### src/rtl/mslc_pkg.sv
// types and codes shared by the mesi line controller modules
package mslc_pkg;

  // coherence state of one line, stable and transient
  typedef enum logic [2:0] {
    ST_I   = 3'd0,
    ST_S   = 3'd1,
    ST_E   = 3'd2,
    ST_M   = 3'd3,
    ST_IM  = 3'd4,
    ST_ISE = 3'd5,
    ST_SM  = 3'd6
  } line_state_e;

  // kind of incoming item
  typedef enum logic [2:0] {
    K_LOAD  = 3'd0,
    K_STORE = 3'd1,
    K_GETS  = 3'd2,
    K_GETM  = 3'd3,
    K_DATA  = 3'd4
  } kind_e;

  // request placed on the bus
  typedef enum logic [1:0] {
    BUS_NONE = 2'd0,
    BUS_GETS = 2'd1,
    BUS_GETM = 2'd2
  } bus_req_e;

  // actions decided for one item
  typedef struct packed {
    bus_req_e    bus_req;
    logic        to_proc;
    logic        on_bus;
    logic        shared;
    logic        err;
    logic        miss;
    logic        upgrade;
    line_state_e next_state;
  } act_t;

endpackage

### src/rtl/mesi_snooping_line_controller.sv
// mesi snooping line controller top level: control, output register and counters
//
// Usage:
//  - input channel (in_valid_i / in_stall_o) carries one processor load or store,
//    or one snooped GETS, GETM or DATA, for the line given by line_index_i
//  - output channel (out_valid_o / out_stall_i) returns exactly one result item
//    per input item, in order, with the bus actions, the new line state and the
//    running miss and silent-upgrade totals
//  - a result is written to the output register after its item's table read
//  - the line state table has one synchronous read port, so an item is read
//    and then written back as its result is registered, and one item is in
//    flight at a time; a new item is taken only after that write-back
//  - the output register lets a new item be read while an earlier result
//    still waits; a result held by out_stall_i blocks only the write-back of
//    the item behind it, which then keeps in_stall_o high
//  - reset: counters clear and the table is swept to Invalid, one line per
//    cycle, from line 0 up to line LINES-1; in_stall_o stays high
//    throughout the sweep
//  - a line index at or above LINES is reported as a protocol error
module mesi_snooping_line_controller #(
  parameter int unsigned LINES     = 1024,
  parameter int unsigned ADDR_BITS = 32
) (
  input  logic        clk_i,
  input  logic        rst_ni,
  input  logic        in_valid_i,
  output logic        in_stall_o,
  input  logic [2:0]  kind_i,
  input  logic [9:0]  line_index_i,
  input  logic [31:0] address_i,
  input  logic [3:0]  requester_i,
  input  logic        shared_seen_i,
  output logic        out_valid_o,
  input  logic        out_stall_i,
  output logic [31:0] address_out_o,
  output logic [1:0]  bus_request_o,
  output logic        data_to_processor_o,
  output logic        data_on_bus_o,
  output logic [3:0]  data_destination_o,
  output logic        assert_shared_o,
  output logic        protocol_error_o,
  output logic [2:0]  new_line_state_o,
  output logic        was_miss_o,
  output logic        was_silent_upgrade_o,
  output logic [31:0] miss_total_o,
  output logic [31:0] upgrade_total_o
);
  import mslc_pkg::*;

  localparam int unsigned IdxW = (LINES > 1) ? $clog2(LINES) : 1;
  localparam int unsigned ExtW = (IdxW > 10) ? IdxW : 10;
  localparam int unsigned AddrW = (ADDR_BITS < 32) ? ADDR_BITS : 32;

  logic            accept, complete, out_take, init_busy;
  logic            busy_q;
  logic [ExtW-1:0] idx_ext;
  logic            in_range;

  // item held during the table read
  kind_e            kind_q;
  logic [IdxW-1:0]  idx_q;
  logic             in_range_q;
  logic [AddrW-1:0] addr_q;
  logic [3:0]       req_q;
  logic             shared_q;

  line_state_e rd_state;
  act_t        act;
  logic        any_msg;

  // output register
  logic             out_valid_q;
  logic [AddrW-1:0] o_addr_q;
  bus_req_e         o_bus_q;
  logic             o_to_proc_q, o_on_bus_q, o_shared_q, o_err_q, o_miss_q, o_upg_q;
  logic [3:0]       o_dest_q;
  line_state_e      o_state_q;
  logic [31:0]      miss_cnt_q, upg_cnt_q;

  // handshake
  assign in_stall_o = busy_q | init_busy;
  assign accept     = in_valid_i & ~in_stall_o;
  assign out_take   = out_valid_q & ~out_stall_i;
  assign complete   = busy_q & (~out_valid_q | ~out_stall_i);

  // line index range check
  assign idx_ext  = ExtW'(line_index_i);
  assign in_range = (32'(line_index_i) < 32'(LINES));

  mslc_state_mem #(
    .LINES (LINES)
  ) u_state_mem (
    .clk_i       (clk_i),
    .rst_ni      (rst_ni),
    .rd_en_i     (accept),
    .rd_addr_i   (idx_ext[IdxW-1:0]),
    .rd_data_o   (rd_state),
    .wr_en_i     (complete & in_range_q & ~act.err),
    .wr_addr_i   (idx_q),
    .wr_data_i   (act.next_state),
    .init_busy_o (init_busy)
  );

  mslc_next_state u_next_state (
    .kind_i        (kind_q),
    .state_i       (rd_state),
    .shared_seen_i (shared_q),
    .in_range_i    (in_range_q),
    .act_o         (act)
  );

  assign any_msg = (act.bus_req != BUS_NONE) | act.to_proc | act.on_bus;

  // capture item fields on accept
  always_ff @(posedge clk_i) begin
    if (accept) begin
      kind_q     <= kind_e'(kind_i);
      idx_q      <= idx_ext[IdxW-1:0];
      in_range_q <= in_range;
      addr_q     <= address_i[AddrW-1:0];
      req_q      <= requester_i;
      shared_q   <= shared_seen_i;
    end
  end

  // result payload
  always_ff @(posedge clk_i) begin
    if (complete) begin
      o_addr_q    <= any_msg ? addr_q : '0;
      o_bus_q     <= act.bus_req;
      o_to_proc_q <= act.to_proc;
      o_on_bus_q  <= act.on_bus;
      o_dest_q    <= act.on_bus ? req_q : 4'd0;
      o_shared_q  <= act.shared;
      o_err_q     <= act.err;
      o_state_q   <= act.next_state;
      o_miss_q    <= act.miss;
      o_upg_q     <= act.upgrade;
    end
  end

  // control state and counters
  always_ff @(posedge clk_i or negedge rst_ni) begin
    if (!rst_ni) begin
      busy_q      <= 1'b0;
      out_valid_q <= 1'b0;
      miss_cnt_q  <= '0;
      upg_cnt_q   <= '0;
    end else begin
      if (accept) begin
        busy_q <= 1'b1;
      end else if (complete) begin
        busy_q <= 1'b0;
      end
      if (complete) begin
        out_valid_q <= 1'b1;
        miss_cnt_q  <= miss_cnt_q + 32'(act.miss);
        upg_cnt_q   <= upg_cnt_q + 32'(act.upgrade);
      end else if (out_take) begin
        out_valid_q <= 1'b0;
      end
    end
  end

  // output ports
  assign out_valid_o          = out_valid_q;
  assign address_out_o        = 32'(o_addr_q);
  assign bus_request_o        = o_bus_q;
  assign data_to_processor_o  = o_to_proc_q;
  assign data_on_bus_o        = o_on_bus_q;
  assign data_destination_o   = o_dest_q;
  assign assert_shared_o      = o_shared_q;
  assign protocol_error_o     = o_err_q;
  assign new_line_state_o     = o_state_q;
  assign was_miss_o           = o_miss_q;
  assign was_silent_upgrade_o = o_upg_q;
  assign miss_total_o         = miss_cnt_q;
  assign upgrade_total_o      = upg_cnt_q;

  // checks
  a_err_no_action: assert property (@(posedge clk_i) disable iff (!rst_ni)
    out_valid_q && o_err_q |-> o_bus_q == BUS_NONE && !o_to_proc_q && !o_on_bus_q
      && !o_miss_q && !o_upg_q)
    else $error("protocol error result carries an action");

  a_upgrade_to_m: assert property (@(posedge clk_i) disable iff (!rst_ni)
    out_valid_q && o_upg_q |-> o_state_q == ST_M && o_to_proc_q)
    else $error("silent upgrade did not end in M");

  a_miss_count: assert property (@(posedge clk_i) disable iff (!rst_ni)
    complete |=> miss_cnt_q == $past(miss_cnt_q) + 32'($past(act.miss)))
    else $error("miss total out of step");

  a_no_item_in_sweep: assert property (@(posedge clk_i) disable iff (!rst_ni)
    init_busy |-> !busy_q && !out_valid_q)
    else $error("item in flight during table clearing");

endmodule

### src/rtl/mslc_state_mem.sv
// line state table: synchronous memory with registered read data and a clearing sweep after reset
module mslc_state_mem #(
  parameter int unsigned LINES = 1024,
  localparam int unsigned IdxW = (LINES > 1) ? $clog2(LINES) : 1
) (
  input  logic                   clk_i,
  input  logic                   rst_ni,
  input  logic                   rd_en_i,
  input  logic [IdxW-1:0]        rd_addr_i,
  output mslc_pkg::line_state_e  rd_data_o,
  input  logic                   wr_en_i,
  input  logic [IdxW-1:0]        wr_addr_i,
  input  mslc_pkg::line_state_e  wr_data_i,
  output logic                   init_busy_o
);
  import mslc_pkg::*;

  line_state_e mem [LINES];
  line_state_e rd_data_q;
  logic [IdxW-1:0] clr_cnt_q, clr_cnt_d;
  logic clearing_q, clearing_d;
  logic we;
  logic [IdxW-1:0] waddr;
  line_state_e wdata;

  // clearing sweep: one entry per cycle from zero to the last line
  always_comb begin
    clr_cnt_d  = clr_cnt_q;
    clearing_d = clearing_q;
    if (clearing_q) begin
      clr_cnt_d = clr_cnt_q + IdxW'(1);
      if (clr_cnt_q == IdxW'(LINES - 1)) begin
        clearing_d = 1'b0;
      end
    end
  end

  always_ff @(posedge clk_i or negedge rst_ni) begin
    if (!rst_ni) begin
      clr_cnt_q  <= '0;
      clearing_q <= 1'b1;
    end else begin
      clr_cnt_q  <= clr_cnt_d;
      clearing_q <= clearing_d;
    end
  end

  // write port shared between the sweep and the item write-back
  always_comb begin
    we    = clearing_q | wr_en_i;
    waddr = clearing_q ? clr_cnt_q : wr_addr_i;
    wdata = clearing_q ? ST_I : wr_data_i;
  end

  // storage with registered read data
  always_ff @(posedge clk_i) begin
    if (we) begin
      mem[waddr] <= wdata;
    end
    if (rd_en_i) begin
      rd_data_q <= mem[rd_addr_i];
    end
  end

  assign rd_data_o   = rd_data_q;
  assign init_busy_o = clearing_q;

endmodule

### src/rtl/mslc_next_state.sv
// mesi transition logic for one item against the line's current state
module mslc_next_state (
  input  mslc_pkg::kind_e       kind_i,
  input  mslc_pkg::line_state_e state_i,
  input  logic                  shared_seen_i,
  input  logic                  in_range_i,
  output mslc_pkg::act_t        act_o
);
  import mslc_pkg::*;

  act_t act;

  always_comb begin
    act            = '0;
    act.next_state = state_i;
    if (!in_range_i) begin
      // line outside the table
      act.err        = 1'b1;
      act.next_state = ST_I;
    end else begin
      unique case (kind_i) inside
        K_LOAD, K_STORE: begin
          // processor request
          case (state_i)
            ST_I: begin
              act.bus_req    = (kind_i == K_STORE) ? BUS_GETM : BUS_GETS;
              act.next_state = (kind_i == K_STORE) ? ST_IM : ST_ISE;
              act.miss       = 1'b1;
            end
            ST_S: begin
              if (kind_i == K_STORE) begin
                act.bus_req    = BUS_GETM;
                act.next_state = ST_SM;
                act.miss       = 1'b1;
              end else begin
                act.to_proc = 1'b1;
              end
            end
            ST_E: begin
              act.to_proc = 1'b1;
              if (kind_i == K_STORE) begin
                act.next_state = ST_M;
                act.upgrade    = 1'b1;
              end
            end
            ST_M: begin
              act.to_proc = 1'b1;
            end
            default: begin
              act.err = 1'b1;
            end
          endcase
        end
        K_GETS, K_GETM: begin
          // snooped request from another module
          case (state_i) inside
            ST_S: begin
              if (kind_i == K_GETM) act.next_state = ST_I;
              else act.shared = 1'b1;
            end
            ST_E, ST_M: begin
              act.on_bus = 1'b1;
              if (kind_i == K_GETM) begin
                act.next_state = ST_I;
              end else begin
                act.next_state = ST_S;
                act.shared     = 1'b1;
              end
            end
            ST_SM: begin
              if (kind_i == K_GETM) act.next_state = ST_IM;
              else act.shared = 1'b1;
            end
            default: begin
            end
          endcase
        end
        K_DATA: begin
          // fill ends a transient state; ignored in I, an error in another stable state
          case (state_i) inside
            ST_I: begin
            end
            ST_IM, ST_SM: begin
              act.to_proc    = 1'b1;
              act.next_state = ST_M;
            end
            ST_ISE: begin
              act.to_proc    = 1'b1;
              act.next_state = shared_seen_i ? ST_S : ST_E;
            end
            default: begin
              act.err = 1'b1;
            end
          endcase
        end
        default: begin
          act.err = 1'b1;
        end
      endcase
    end
    // an illegal item has no effect
    if (act.err) begin
      act.bus_req = BUS_NONE;
      act.to_proc = 1'b0;
      act.on_bus  = 1'b0;
      act.shared  = 1'b0;
      act.miss    = 1'b0;
      act.upgrade = 1'b0;
      if (in_range_i) act.next_state = state_i;
    end
  end

  assign act_o = act;

endmodule

### config.mk
export PLATFORM = sky130hd
export DESIGN_NAME = mesi_snooping_line_controller
export DESIGN_NICKNAME = d
export VERILOG_FILES = /design/src/rtl/mslc_pkg.sv /design/src/rtl/mesi_snooping_line_controller.sv /design/src/rtl/mslc_state_mem.sv /design/src/rtl/mslc_next_state.sv
export SDC_FILE = /design/constraint.sdc
export NUM_CORES = 2
export LEC_CHECK = 0
export BUFFER_PORTS_ARGS = -buffer_cell sky130_fd_sc_hd__buf_2
export CORE_ASPECT_RATIO = 1.75
export CORE_UTILIZATION = 30
export CTS_CLUSTER_DIAMETER = 200
export DETAILED_ROUTE_END_ITERATION = 12
export HOLD_SLACK_MARGIN = 0.06
export PLACE_DENSITY_LB_ADDON = 0.12
export REMOVE_ABC_BUFFERS = 1
export SLEW_MARGIN = 20
export SYNTH_ARGS = -nofsm -noshare
export SYNTH_HDL_FRONTEND = slang
export SYNTH_SLANG_ARGS = --single-unit
### constraint.sdc
create_clock -name clk_i -period 38 [get_ports clk_i]
set_clock_uncertainty 0.15 [all_clocks]
set_input_delay 7.6 -clock clk_i [delete_from_list [all_inputs] [get_ports clk_i]]
set_output_delay 7.6 -clock clk_i [all_outputs]
set_load 0.05 [all_outputs]
==> flow_metrics.tcl <==
set metrics [dict create \
    rsz0062_at_grt "false" \
    dp_hpwl_um 263000 \
    cp-start-kind "input port" \
    clock.fmax_mhz 74.5 \
    holdCritPathClass "reg -> reg" \
    drt_iter0_markers 5532 \
    worstSkewPairLatency_ns 0.95 \
    synth.distinct_cells 77 \
    root_buffer "clkbuf_16" \
    synth_area_leaders "edfxtp_1 (73%), mux4_2 (11%), nor2_1 (3.2%), mux2i_1 (2.8%), dfrtp_1 (1.5%)" \
    avgSynthCellArea_um2 18.4 \
    p_leak_nw 45.9 \
    vias_per_cell 5.07 \
    cts-resized-gates 0 \
    fp.dieH_um 874 \
    tritoncts "done" \
    internal_power_w 0.00611 \
    grt_max_degree 195 \
    setup_viol 0 \
    grt.total_usage 0.192 \
    core_area_um2 431000 \
    route.antenna.remaining_nets 0 \
    reg2reg_from "u_state_mem.rd_data_o[1]" \
    start_util 0.302 \
    hold_violations 0 \
    r2r_slack_ns 31.72 \
    rows 319 \
    comb_power_share 0.073 \
    die_w_um 500 \
    endpoint_kind "flop" \
    tns_ns 0 \
    synth_async_sr_flop_share 0.0237 \
    final_common_cell "edfxtp_1" \
    fin_crit_ns 13.42 \
    drt-wirelength-per-cell_um 31.8 \
    min_path_cells 1 \
    seq_area_frac_synth 0.746 \
    gp_congestion 0.798 \
    arrival_ns 13.93 \
    path_clk_slew_ns 0.07 \
    vias 67526 \
    clockPowerShare 0.411 \
    fin_crit_sh 0.353 \
    r2r_end "u_state_mem.mem[347][0]" \
    final_cell_area_um2 148000 \
    power_density_nw_per_um2 53.7 \
    final_nets 7339 \
    worstMarginPinSlew_ns 1.13 \
    slew_violations 0 \
    drive_gt1_frac 0.207 \
    dr.pass1.iters 6 \
    dpl.cell_count 12747 \
    swShare 0.232 \
    outcome "finished clean" \
    synth_cells 7080 \
    gr-total-overflow 0 \
    mostFrequentLayoutCells "edfxtp_1 (3172), nor2_1 (1112), mux4_2 (627), mux2i_1 (357), clkbuf_16 (321)" \
    io_buffers 166 \
    fillers 40774 \
    drv_cap 0 \
    area_growth_pct 13.8 \
    ios 167 \
    antenna_found_initial 31 \
    die-area_um2 437000 \
    max-vdd-ir-drop_uv 33.4 \
    relSlewSlack 0.243 \
    drt-total-wl_um 424000 \
    htree_levels 5 \
    reg2reg_depth 12 \
    synthFlopType "edfxtp_1" \
    placed_area_um2 138000 \
    crit_type "in -> reg" \
    postCtsHoldBufs 0 \
    grt_pass1_wl_um 587000 \
    numCtsBuffers 309 \
    seqPwrFrac 0.516 \
    cts_setup_buffers 0 \
    synth_top_area_frac 0.732 \
    synth_top_area_cell "edfxtp_1" \
    ys_ff_latch 3249 \
    holdPathEnd "miss_total_o[31]" \
    grt_pass1_vias 72908 \
    synth_edf_count 3172 \
    cts_buffer_depth 4 \
    yosys_warnings 0 \
    syn_area_um2 130000 \
    cts_sinks 3249 \
    worstPathRequired_ns 38.52 \
    p_total_w 0.00796 \
    min_from "miss_total_o[31]" \
    drc 0 \
    critPathMaxFanout 85 \
    power.switching_w 0.00185 \
    stdcell_count 13328 \
]
worst max-delay path by stage:
stage,from,end,cells after the start
2_1_floorplan,u_state_mem.rd_data_o[1],u_state_mem.mem[0][0],7
3_3_place_gp,line_index_i[0],u_state_mem.rd_data_o[1],14
3_5_place_dp,line_index_i[0],u_state_mem.rd_data_o[1],14
4_1_cts,line_index_i[0],u_state_mem.rd_data_o[1],14
5_1_grt,line_index_i[0],u_state_mem.rd_data_o[1],14
6_report,line_index_i[0],u_state_mem.rd_data_o[1],14
routing by layer:
layer  track usage  wire length, um  vias to the layer above
li1              -                -                    28714
met5             0               26                        -
met3        0.0224            17100                      542
met1         0.217           157000                    36512
met2         0.362           232000                     1754
met4        0.0776            18800                        4
flip-flops by register name, summed over array words and instances, names as in the netlist, 2 cells and up:
register and flops:
data_destination_o 4, req_q 4, address_out_o 32, upgrade_total_o 32, bus_request_o 2, u_state_mem.mem 3072
miss_total_o 32, u_state_mem.rd_data_o 3, u_state_mem.clr_cnt_q 10, kind_q 3, new_line_state_o 3, addr_q 32
idx_q 10
power groups by stage:
| stage | Clock [W] | Sequential [W] | Combinational (W) |
|---|---|---|---|
| floorplan | 0 | 0.00449 | 0.000244 |
| global placement | 0 | 0.00419 | 0.000591 |
| detailed placement | 0 | 0.00419 | 0.000601 |
| CTS | 0.00334 | 0.00411 | 0.000601 |
| global route | 0.00345 | 0.00411 | 0.000624 |
| finish | 0.00327 | 0.00411 | 0.000582 |
cells by family after synthesis:
logic type | share of synthesized area
adder cells (fa/ha/maj) | 0.000480
multiplexers | 0.140
AND/OR/NAND/NOR | 0.0524
AO/OA/AOI/OAI | 0.0332
buffers and inverters | 0.0229
flip-flops | 0.746
XOR/XNOR | 0.00464
final cells by class:
cell class / instances / area, um2 / share of cell area
Tap cell: 5778 / 7230 / 0.0488
Sequential cell: 3249 / 97200 / 0.656
Timing Repair Buffer: 394 / 2710 / 0.0183
Clock inverter: 180 / 2160 / 0.0146
Multi-Input combinational cell: 3307 / 30500 / 0.206
Inverter: 19 / 76.3 / 0.000515
Antenna cell: 32 / 80.1 / 0.000540
Clock buffer: 369 / 8240 / 0.0556
synth_stat cells, types with 45 or more instances:
| cell | instances |
|---|---|
| a21oi_1 | 112 |
| a22oi_1 | 88 |
| and2_1 | 53 |
| buf_1 | 55 |
| buf_2 | 88 |
| buf_6 | 45 |
| clkbuf_1 | 253 |
| dfrtp_1 | 76 |
| edfxtp_1 | 3172 |
| mux2i_1 | 359 |
| mux4_2 | 627 |
| nand2_1 | 155 |
| nand3_1 | 60 |
| nor2_1 | 1118 |
| nor3_1 | 67 |
| o21ai_0 | 57 |
| o221ai_1 | 111 |
| o22ai_1 | 72 |
metrics by stage:
step	util	hold slack [ns]	setup slack [ns]
after floorplan	-	0.304	6.59
after global placement	0.319	0.307	23.55
after detailed placement	0.319	0.311	23.50
after CTS	0.343	0.322	24.51
after global routing	0.343	0.333	24.16
final	0.343	0.317	24.58
worst max-delay path, cell delays in order:
cell and delay, ns:
buf_12 0.49, buf_4 0.59, buf_4 0.64, buf_4 0.77, buf_4 0.60, buf_4 0.73
mux4_2 0.61, o22ai_1 0.17, nor2_1 0.09, a21oi_1 0.65, a211oi_1 0.20, buf_4 0.19
nand2_1 0.06, o2111ai_1 0.13
Note: power is estimated with default switching activity, not from simulation.
